`src/sv/ftso_pkg.sv`:
```
// Package for the fixed-time state observer: payload types, register
// indexes, reset values, arithmetic constants and shared helper functions.
// Depends on nothing.
package ftso_pkg;

  localparam int AXES_DEF   = 6;
  localparam int FRAC_DEF   = 16;
  localparam int QUEUE_DEPTH = 2;
  localparam int CFG_W      = 28;
  localparam int CFG_IDX_W  = 3;
  localparam int MUL_W      = 36;

  localparam logic [CFG_IDX_W-1:0] CFG_GAIN_POS  = 3'd0;
  localparam logic [CFG_IDX_W-1:0] CFG_GAIN_VEL  = 3'd1;
  localparam logic [CFG_IDX_W-1:0] CFG_LOW_EXP   = 3'd2;
  localparam logic [CFG_IDX_W-1:0] CFG_HIGH_EXP  = 3'd3;
  localparam logic [CFG_IDX_W-1:0] CFG_TIME_STEP = 3'd4;

  localparam logic [27:0] GAIN_POS_RST  = 28'd1048576;
  localparam logic [27:0] GAIN_VEL_RST  = 28'd9830400;
  localparam logic [15:0] LOW_EXP_RST   = 16'd39322;
  localparam logic [17:0] HIGH_EXP_RST  = 18'd78643;
  localparam logic [23:0] TIME_STEP_RST = 24'd167772;

  localparam logic [31:0] LN2_Q32  = 32'hB17217F8;
  localparam logic [63:0] POW_CAP  = 64'h4000_0000_0000_0000;
  localparam logic [19:0] DIV3_MUL = 20'd699051;
  localparam int          DIV3_SH  = 21;
  localparam logic [3:0]  LAST_TERM = 4'd10;

  typedef struct packed {
    logic [2:0]         axis;
    logic signed [31:0] measured;
  } in_t;

  typedef struct packed {
    logic [2:0]         axis_out;
    logic signed [31:0] position_estimate;
    logic signed [31:0] velocity_estimate;
    logic signed [31:0] estimation_error;
  } out_t;

  typedef struct packed {
    logic [2:0]  axis;
    logic [31:0] measured;
    logic        ok;
  } job_t;

  function automatic logic [31:0] sat32(input logic signed [39:0] v);
    if (v > 40'sd2147483647) begin
      return 32'h7FFF_FFFF;
    end else if (v < -40'sd2147483648) begin
      return 32'h8000_0000;
    end
    return v[31:0];
  endfunction

  // floor(2^36 / k) for the series divisors.
  function automatic logic [MUL_W-1:0] recip(input logic [3:0] k);
    logic [MUL_W-1:0] r;
    case (k)
      4'd2:    r = 36'd34359738368;
      4'd3:    r = 36'd22906492245;
      4'd4:    r = 36'd17179869184;
      4'd5:    r = 36'd13743895347;
      4'd6:    r = 36'd11453246122;
      4'd7:    r = 36'd9817068105;
      4'd8:    r = 36'd8589934592;
      4'd9:    r = 36'd7635497415;
      4'd10:   r = 36'd6871947673;
      default: r = '0;
    endcase
    return r;
  endfunction

endpackage

```
`src/sv/ftso_front.sv`:
```
// Front stage of the observer: takes input transfers, marks whether the
// axis is in range and hands items to the queue. Depends on ftso_pkg.
module ftso_front import ftso_pkg::*; #(
  parameter int AXES = AXES_DEF
) (
  input  logic clk,
  input  logic rst_n,
  input  logic in_push,
  output logic in_full,
  input  in_t  in_data,
  input  logic q_full,
  output logic q_push,
  output job_t q_data
);

  logic hold_r;
  job_t job_r;
  logic take;

  assign in_full = hold_r && q_full;
  assign take    = in_push && !in_full;
  assign q_push  = hold_r && !q_full;
  assign q_data  = job_r;

  always_ff @(posedge clk) begin
    if (!rst_n) begin
      hold_r <= 1'b0;
    end else if (take) begin
      hold_r <= 1'b1;
    end else if (q_push) begin
      hold_r <= 1'b0;
    end
  end

  always_ff @(posedge clk) begin
    if (take) begin
      job_r.axis     <= in_data.axis;
      job_r.measured <= in_data.measured;
      job_r.ok       <= (32'(in_data.axis) < AXES);
    end
  end

endmodule

```
`config.mk`:
```
export PLATFORM = sky130hd
export DESIGN_NAME = ftso_front
export DESIGN_NICKNAME = d
export VERILOG_FILES = /design/src/sv/ftso_pkg.sv /design/src/sv/ftso_front.sv
export SDC_FILE = /design/constraint.sdc
export NUM_CORES = 1
export LEC_CHECK = 0
export ABC_AREA = 1
export BUFFER_PORTS_ARGS = -buffer_cell sky130_fd_sc_hd__buf_2
export CORE_ASPECT_RATIO = 0.9
export CORE_UTILIZATION = 40
export CTS_CLUSTER_DIAMETER = 50
export DETAILED_ROUTE_END_ITERATION = 8
export GPL_TIMING_DRIVEN = 0
export PLACE_DENSITY_LB_ADDON = 0.25
export SLEW_MARGIN = 20
export SYNTH_ARGS = -nofsm -noshare
export SYNTH_HDL_FRONTEND = slang
export SYNTH_SLANG_ARGS = --single-unit
```
`constraint.sdc`:
```
create_clock -name clk -period 7.61 [get_ports clk]
set_clock_uncertainty 0.1 [all_clocks]
set_input_delay 0.3805 -clock clk [delete_from_list [all_inputs] [get_ports clk]]
set_output_delay 0.3805 -clock clk [all_outputs]
set_load 0.03 [all_outputs]
```
==> impl_metrics.ini <==
[min_path]
min_path_type = in -> reg

[sta]
post-route-period-util = 0.2020
hold_viol_final = 0
worst_slack_ns = 6.073
fmaxAchievable_mhz = 650.6
worstMarginPinSlew_ns = 0.5881
setup_viol = 0
setup_tns_ns = 0
rsz0062_at_grt = false
relSlewSlack = 0.6070
maxSlewViolCount = 0
period_needed_ns = 1.537

[yosys]
synth_area_um2 = 1142
syn_nets = 85
synthTopCellsByArea = edfxtp_1 95%, dfxtp_1 1.8%, inv_1 0.99%
synth_seq_area_share = 0.9639
avgSynthCellArea_um2 = 24.83
ys.warnings.count = 0
synth_cells = 46
synth_seq_cells = 37
synth_top_area_share = 0.9463
synth_cell_types = 8
synth_largest_area_cell = edfxtp_1

[detailed_routing]
drc = 0
drt_iter0_drc = 9
final_antenna_net_count = 0
wire_per_inst_um = 11.22
dr.pass1.iters = 4
wirelength_um = 1919
post_drt_via_cell_ratio = 4.257
vias = 728

[critical_path]
cp-start-kind = flip-flop
rr_startpoint = hold_r
critPathCapture = q_data[4]
reg2regPathDepth = 4
worst-path-max-fanout = 19
reg2reg_to = q_data[4]
r2r_slack_ns = 6.07
critPathArrivalTime_ns = 1.48
endpoint_kind = flip-flop
crit_start = hold_r
crit_type = reg -> reg
crit_required_ns = 7.55

[finish]
drive_gt1_frac = 0.6641
antenna_cells = 0
fill_cells = 222
fin_util = 0.6175
syn_to_final_growth_pct = 47.32
fin_cells = 171
layout.nets = 169

[grt]
grt.total_usage = 0.1369
grt_pass1_vias = 726
grt-ovfl-total = 0
grt_max_degree = 20
grt_pass1_wl_um = 2898
antenna_found_initial = 0

[floorplan]
die_w_um = 58.33
dieArea_um2 = 3074
dieHeight_um = 52.70
rows = 18
core_region_area_um2 = 2725
start_util = 0.4192
ioPinCount = 77

[power_and_ir_drop]
total_power_uw = 419.3
power.leakage_uw = 0.0007406
power.density_nw_per_um2 = 249.2
irDropWorstVdd_uv = 191.7

[clock_tree]
cts.repair.resized = 0
cts.sinks = 37
insertion_delay_ns = 0.32
cts_tree = done
clockBufferDepth = 2
root_buffer = clkbuf_4
cts_buffers = 5
cts_hold_buf = 0
path_clk_slew_ns = 0.10
htreeDepth = 2
post_cts_buffers = 0

[outcome]
status = complete, no violations

[placement]
port_buffers = 76
place.detailed.hpwl_um = 1441
post-place-ws_ns = 5.875
placed_cells = 163
gp_congestion = 0.6237

[job]
maxCapViolCount = 0
[worst min path at each step]
stage	startpoint	cells after the start	slack (ns)	endpoint
global route	in_data[25]	1	0.1	q_data[26]
floorplan	hold_r	2	0.36	hold_r
global placement	hold_r	2	0.36	hold_r
CTS	in_data[14]	1	0.10	q_data[15]
detailed placement	hold_r	2	0.39	hold_r
finish	in_data[25]	1	0.12	q_data[26]
[per-stage QoR]
stage	instance area (µm²)	hold slack, ns
finish	1683	0.1195
global route	1683	0.09521
CTS	1683	0.1022
detailed placement	1608	0.3928
global placement	1573	0.3620
floorplan	1142	0.3566
[logic make-up (layout without fill, tap and decap cells)]
family,count (synthesis),count (layout),synth area share
flip-flops,37,37,0.9639
buffers and inverters,4,89,0.01314
AO/OA/AOI/OAI,1,1,0.007668
AND/OR/NAND/NOR,4,4,0.01534
[sequential cells by signal (all words and copies together), names as in the netlist]
signal / count
q_data: 36
hold_r: 1
[power breakdown]
group	internal [µW]	switching, µW	total [µW]
Sequential	237	2.48	240
Combinational	16.9	35.7	52.6
Clock	68.4	58.6	127
[placed cells by master, fill, tap and decap left out]
cell        n
nor2_4      1
clkbuf_1    1
clkinv_1    1
nand2_1     1
buf_2      76
bufinv_16   1
a21oi_2     1
nand2_2     1
clkbuf_4    5
inv_1       3
buf_16      1
inv_2       1
dfxtp_1     1
edfxtp_1   36
nor2_1      1
[per-layer routing]
layer / wire length, µm / share of wire / global-route usage
met1: 691 / 0.36 / 0.1322
met2: 978 / 0.51 / 0.2414
met3: 218 / 0.11 / 0.05926
met4: 31 / 0.016 / 0.08333
met5: 0 / 0 / 0
[cell usage after synthesis]
master and number:
a21oi_2 1, nand2_2 1, nand2_1 1, dfxtp_1 1, edfxtp_1 36, inv_1 3
nor2_1 2, inv_2 1
[critical path, stage by stage (launching register included)]
cell	delay, ns
dfxtp_1	0.34
nand2_2	0.08
inv_2	0.05
nor2_4	0.45
buf_16	0.22
[cell type report]
cell class,count,area [µm²],area share
tap,40,50.05,0.02974
timing repair buffer,77,407.9,0.2424
sequential,37,1101,0.6543
clock buffer,6,41.29,0.02454
clock inverter,2,33.78,0.02007
inverter,4,15.01,0.008922
multi-input combinational,5,33.78,0.02007
Note: power is estimated with default switching activity, not from simulation.
