--- src/sv/ftso_pkg.sv ---
// Package for the fixed-time state observer: payload types, register
// indexes, reset values, arithmetic constants and shared helper functions.
// Depends on nothing.
package ftso_pkg;

  localparam int AXES_DEF   = 6;
  localparam int FRAC_DEF   = 16;
  localparam int QUEUE_DEPTH = 2;
  localparam int CFG_W      = 28;
  localparam int CFG_IDX_W  = 3;
  localparam int MUL_W      = 36;

  localparam logic [CFG_IDX_W-1:0] CFG_GAIN_POS  = 3'd0;
  localparam logic [CFG_IDX_W-1:0] CFG_GAIN_VEL  = 3'd1;
  localparam logic [CFG_IDX_W-1:0] CFG_LOW_EXP   = 3'd2;
  localparam logic [CFG_IDX_W-1:0] CFG_HIGH_EXP  = 3'd3;
  localparam logic [CFG_IDX_W-1:0] CFG_TIME_STEP = 3'd4;

  localparam logic [27:0] GAIN_POS_RST  = 28'd1048576;
  localparam logic [27:0] GAIN_VEL_RST  = 28'd9830400;
  localparam logic [15:0] LOW_EXP_RST   = 16'd39322;
  localparam logic [17:0] HIGH_EXP_RST  = 18'd78643;
  localparam logic [23:0] TIME_STEP_RST = 24'd167772;

  localparam logic [31:0] LN2_Q32  = 32'hB17217F8;
  localparam logic [63:0] POW_CAP  = 64'h4000_0000_0000_0000;
  localparam logic [19:0] DIV3_MUL = 20'd699051;
  localparam int          DIV3_SH  = 21;
  localparam logic [3:0]  LAST_TERM = 4'd10;

  typedef struct packed {
    logic [2:0]         axis;
    logic signed [31:0] measured;
  } in_t;

  typedef struct packed {
    logic [2:0]         axis_out;
    logic signed [31:0] position_estimate;
    logic signed [31:0] velocity_estimate;
    logic signed [31:0] estimation_error;
  } out_t;

  typedef struct packed {
    logic [2:0]  axis;
    logic [31:0] measured;
    logic        ok;
  } job_t;

  function automatic logic [31:0] sat32(input logic signed [39:0] v);
    if (v > 40'sd2147483647) begin
      return 32'h7FFF_FFFF;
    end else if (v < -40'sd2147483648) begin
      return 32'h8000_0000;
    end
    return v[31:0];
  endfunction

  // floor(2^36 / k) for the series divisors.
  function automatic logic [MUL_W-1:0] recip(input logic [3:0] k);
    logic [MUL_W-1:0] r;
    case (k)
      4'd2:    r = 36'd34359738368;
      4'd3:    r = 36'd22906492245;
      4'd4:    r = 36'd17179869184;
      4'd5:    r = 36'd13743895347;
      4'd6:    r = 36'd11453246122;
      4'd7:    r = 36'd9817068105;
      4'd8:    r = 36'd8589934592;
      4'd9:    r = 36'd7635497415;
      4'd10:   r = 36'd6871947673;
      default: r = '0;
    endcase
    return r;
  endfunction

endpackage

--- src/sv/ftso_queue.sv ---
// Short queue between the front stage and the update engine.
// Depends on ftso_pkg for the item type.
module ftso_queue import ftso_pkg::*; #(
  parameter int DEPTH = QUEUE_DEPTH
) (
  input  logic clk,
  input  logic rst_n,
  input  logic push,
  input  job_t push_data,
  output logic full,
  input  logic pop,
  output logic empty,
  output job_t head
);

  localparam int PW = (DEPTH > 1) ? $clog2(DEPTH) : 1;
  localparam int CW = $clog2(DEPTH + 1);

  job_t          mem_r [DEPTH];
  logic [PW-1:0] wr_r;
  logic [PW-1:0] rd_r;
  logic [CW-1:0] cnt_r;
  logic          do_push;
  logic          do_pop;

  assign full    = (cnt_r == CW'(DEPTH));
  assign empty   = (cnt_r == '0);
  assign do_push = push && !full;
  assign do_pop  = pop && !empty;
  assign head    = mem_r[rd_r];

  always_ff @(posedge clk) begin
    if (!rst_n) begin
      wr_r  <= '0;
      rd_r  <= '0;
      cnt_r <= '0;
    end else begin
      if (do_push) begin
        wr_r <= (wr_r == PW'(DEPTH - 1)) ? '0 : wr_r + 1'b1;
      end
      if (do_pop) begin
        rd_r <= (rd_r == PW'(DEPTH - 1)) ? '0 : rd_r + 1'b1;
      end
      if (do_push && !do_pop) begin
        cnt_r <= cnt_r + 1'b1;
      end else if (do_pop && !do_push) begin
        cnt_r <= cnt_r - 1'b1;
      end
    end
  end

  always_ff @(posedge clk) begin
    if (do_push) begin
      mem_r[wr_r] <= push_data;
    end
  end

endmodule

--- config.mk ---
export PLATFORM = sky130hd
export DESIGN_NAME = ftso_queue
export DESIGN_NICKNAME = d
export VERILOG_FILES = /design/src/sv/ftso_pkg.sv /design/src/sv/ftso_queue.sv
export SDC_FILE = /design/constraint.sdc
export NUM_CORES = 1
export LEC_CHECK = 0
export ABC_AREA = 1
export BUFFER_PORTS_ARGS = -buffer_cell sky130_fd_sc_hd__buf_2
export CORE_MARGIN = 4
export CORE_UTILIZATION = 49
export DETAILED_ROUTE_END_ITERATION = 8
export GPL_ROUTABILITY_DRIVEN = 0
export PLACE_DENSITY = 0.76
export SLEW_MARGIN = 20
export SYNTH_ARGS = -nofsm -noshare
export SYNTH_HDL_FRONTEND = slang
export SYNTH_SLANG_ARGS = --single-unit
--- constraint.sdc ---
create_clock -name clk -period 3 [get_ports clk]
set_clock_uncertainty 0.05 [all_clocks]
set_input_delay 0.45 -clock clk [delete_from_list [all_inputs] [get_ports clk]]
set_output_delay 0.45 -clock clk [all_outputs]
set_load 0.02 [all_outputs]
==> results.tsv <==
metric	value	unit
Post-CTS Setup Inserts	0	
layout cells sized above 1	55.4	%
hold depth	1	
Antenna Cells	0	
Die Height	86.2	um
setup_tns	0	ns
Via density	4.86	
hold endpoint	mem_r[0][12]	
simple-gate share of the synthesized area	2.51	%
hpwl dp	3250	um
Buffers on Ports	77	
Static Leakage	1.46	nW
Worst R2R Path Depth	3	
utilization after layout	61.4	%
CTS Buffer Depth	2	
sequential fraction of the synthesis area	75.5	%
Final ANT Viol Nets	0	
Core Box Area	0.00592	mm^2
hold crit path type	input pin to flip-flop	
Yosys reg bits	77	
Slew Viols, Final	0	
Comb pwr share	29.2	%
Compound-Gate Fraction of Synth Area	0.793	%
DR WL/cell	14.5	um
fin cells	317	
final hold vios	0	
TritonCTS clock tree	yes	
RR Endpoint	mem_r[1][20]	
start of the worst register-to-register path	cnt_r[0]	
WL final	4600	um
worst slew pin tran	0.519	ns
CTS clk-pin slew, worst paths	0.07	ns
Mean Syn Cell Area	20.0	um^2
CP Class	flip-flop to output port	
Overall Global Routing Usage	13.6	%
outcome	finished clean	
Reg2Reg Setup Slack	1.26	ns
mux share of post-synthesis cell area	17.3	%
crit path DAT	1.79	ns
cts hold-fix bufs	0	
Peak VDD IR	519	uV
placed insts	301	
Hold Startpoint	push_data[12]	
Resize count post-CTS	0	
area delta synth->final	21.3	%
adder-cell share of the synthesized area	0.418	%
total iterations of the first detailed-routing run	4	
CTS sink count	77	
total I/O pin count	78	
Die Area	0.00743	mm^2
number of global-route vias before repair	1617	
max-cap viol count	0	
Finish-stage setup viols	0	
P_sw	0.896	mW
Max Clk Rate	437	MHz
Worst Path Required	2.50	ns
fin crit share	76.2	%
clk_lat worst skew	0.33	ns
Reg power frac	48.2	%
CTS Buf Count	9	
Initial DRC Count	68	
CP startpoint kind	flip-flop	
RSZ-0062 raised after global routing	no	
root buffer cell	clkbuf_8	
Starting Density	50.6	%
Syn. warnings	0	
Mapped Area	0.00300	mm^2
Setup crit end kind	output port	
Post-Syn Instances	150	
largest net degree at the start of global routing	22	
number of core rows	28	
post-route cell area	0.00363	mm^2
first-pass GRT wire length	7460	um
total power	2.98	mW
dpl cell area	0.00346	mm^2
die width	86.2	um
Clk network pwr share	22.7	%
most common cell after layout, fill and taps aside	buf_2	
grt total ovfl	0	
antenna violations before repair	0	
Post-Synth XOR/XNOR Area	0	%
minimum clock period	2.29	ns
H-tree levels	3	
post-synth cell types	15	
Max FO, Critical Path	21	
PD cells	821	mW/mm^2
Internal Dissipation	2.09	mW
commonest cells after routing, fill and taps aside	buf_2, edfxtp_1, mux2_4	
DR vias	1540	
syn_nets	191	
largest family of logic cells by synthesized area	multiplexers	
Sw Share	30.0	%
Slew HR	65.4	%
DRC	0	
fin nets	278	
-- worst max-delay path: stages (launching register included) --
cell	delay (ns)
dfxtp_2	0.66
buf_12	0.27
mux2_2	0.35
buf_2	0.16
-- power groups by stage --
stage,logic [mW],registers [mW],clock network [mW]
final,0.870,1.44,0.676
after global routing,0.940,1.46,0.759
after CTS,0.887,1.44,0.700
after detailed placement,0.883,1.46,0
after global placement,0.874,1.46,0
after floorplan,0.700,1.42,0
-- logic make-up after synthesis --
group,count (synthesis)
fa+ha+maj,1
compound gates,4
buf+inv,13
mux,36
simple gates,19
flops,77
-- layout make-up --
class | count | area [um^2]
fill | 464 | 2290
sequential | 77 | 2260
multi-input combinational | 60 | 644
timing repair buffer | 80 | 420
clock buffer | 12 | 155
tap | 75 | 93.8
inverter | 9 | 33.8
clock inverter | 4 | 22.5
-- routing by layer --
layer | wire length, um | part of all wire (%) | global-route usage, %
met4 | 23 | 0.50 | 5.95
met3 | 424 | 9.2 | 5.70
met1 | 1870 | 41 | 15.8
met2 | 2290 | 50 | 22.1
met5 | 0 | 0 | 0
-- registers in the layout, summed over array words and instances (netlist names), named ones only --
name   flops
wr_r       1
mem_r     72
rd_r       1
cnt_r      2
-- how the worst max path moves through the flow --
stage                   to      start  slack, ns  cells past startpoint
6_report          head[20]  flip-flop       0.71                      3
5_1_grt           head[13]  flip-flop       0.58                      3
4_1_cts           head[20]  flip-flop       0.66                      3
3_5_place_dp      head[20]  flip-flop       1.04                      3
3_3_place_gp      head[20]  flip-flop       1.07                      3
2_1_floorplan  mem_r[1][0]       push       0.48                      2
-- cell usage after synthesis --
library cell / count / area (um^2)
nor2_1: 11 / 41.3
o21ai_2: 1 / 8.76
ha_1: 1 / 12.5
buf_12: 3 / 60.1
o21ai_0: 2 / 10.0
nand3_1: 1 / 5.00
a21oi_1: 1 / 5.00
edfxtp_1: 72 / 2160
mux2_2: 6 / 67.6
nand4_1: 1 / 6.26
nand2_1: 6 / 22.5
mux2_4: 30 / 450
inv_1: 9 / 33.8
dfxtp_1: 5 / 100
buf_6: 1 / 11.3
-- stage by stage --
stage / worst slack (ns) / hold slack [ns]
6_report: 0.713 / 0.251
5_1_grt: 0.584 / 0.224
4_1_cts: 0.661 / 0.228
3_5_place_dp: 1.04 / 0.437
3_3_place_gp: 1.07 / 0.433
2_1_floorplan: 0.485 / 0.417
Note: power is estimated with default switching activity, not from simulation.
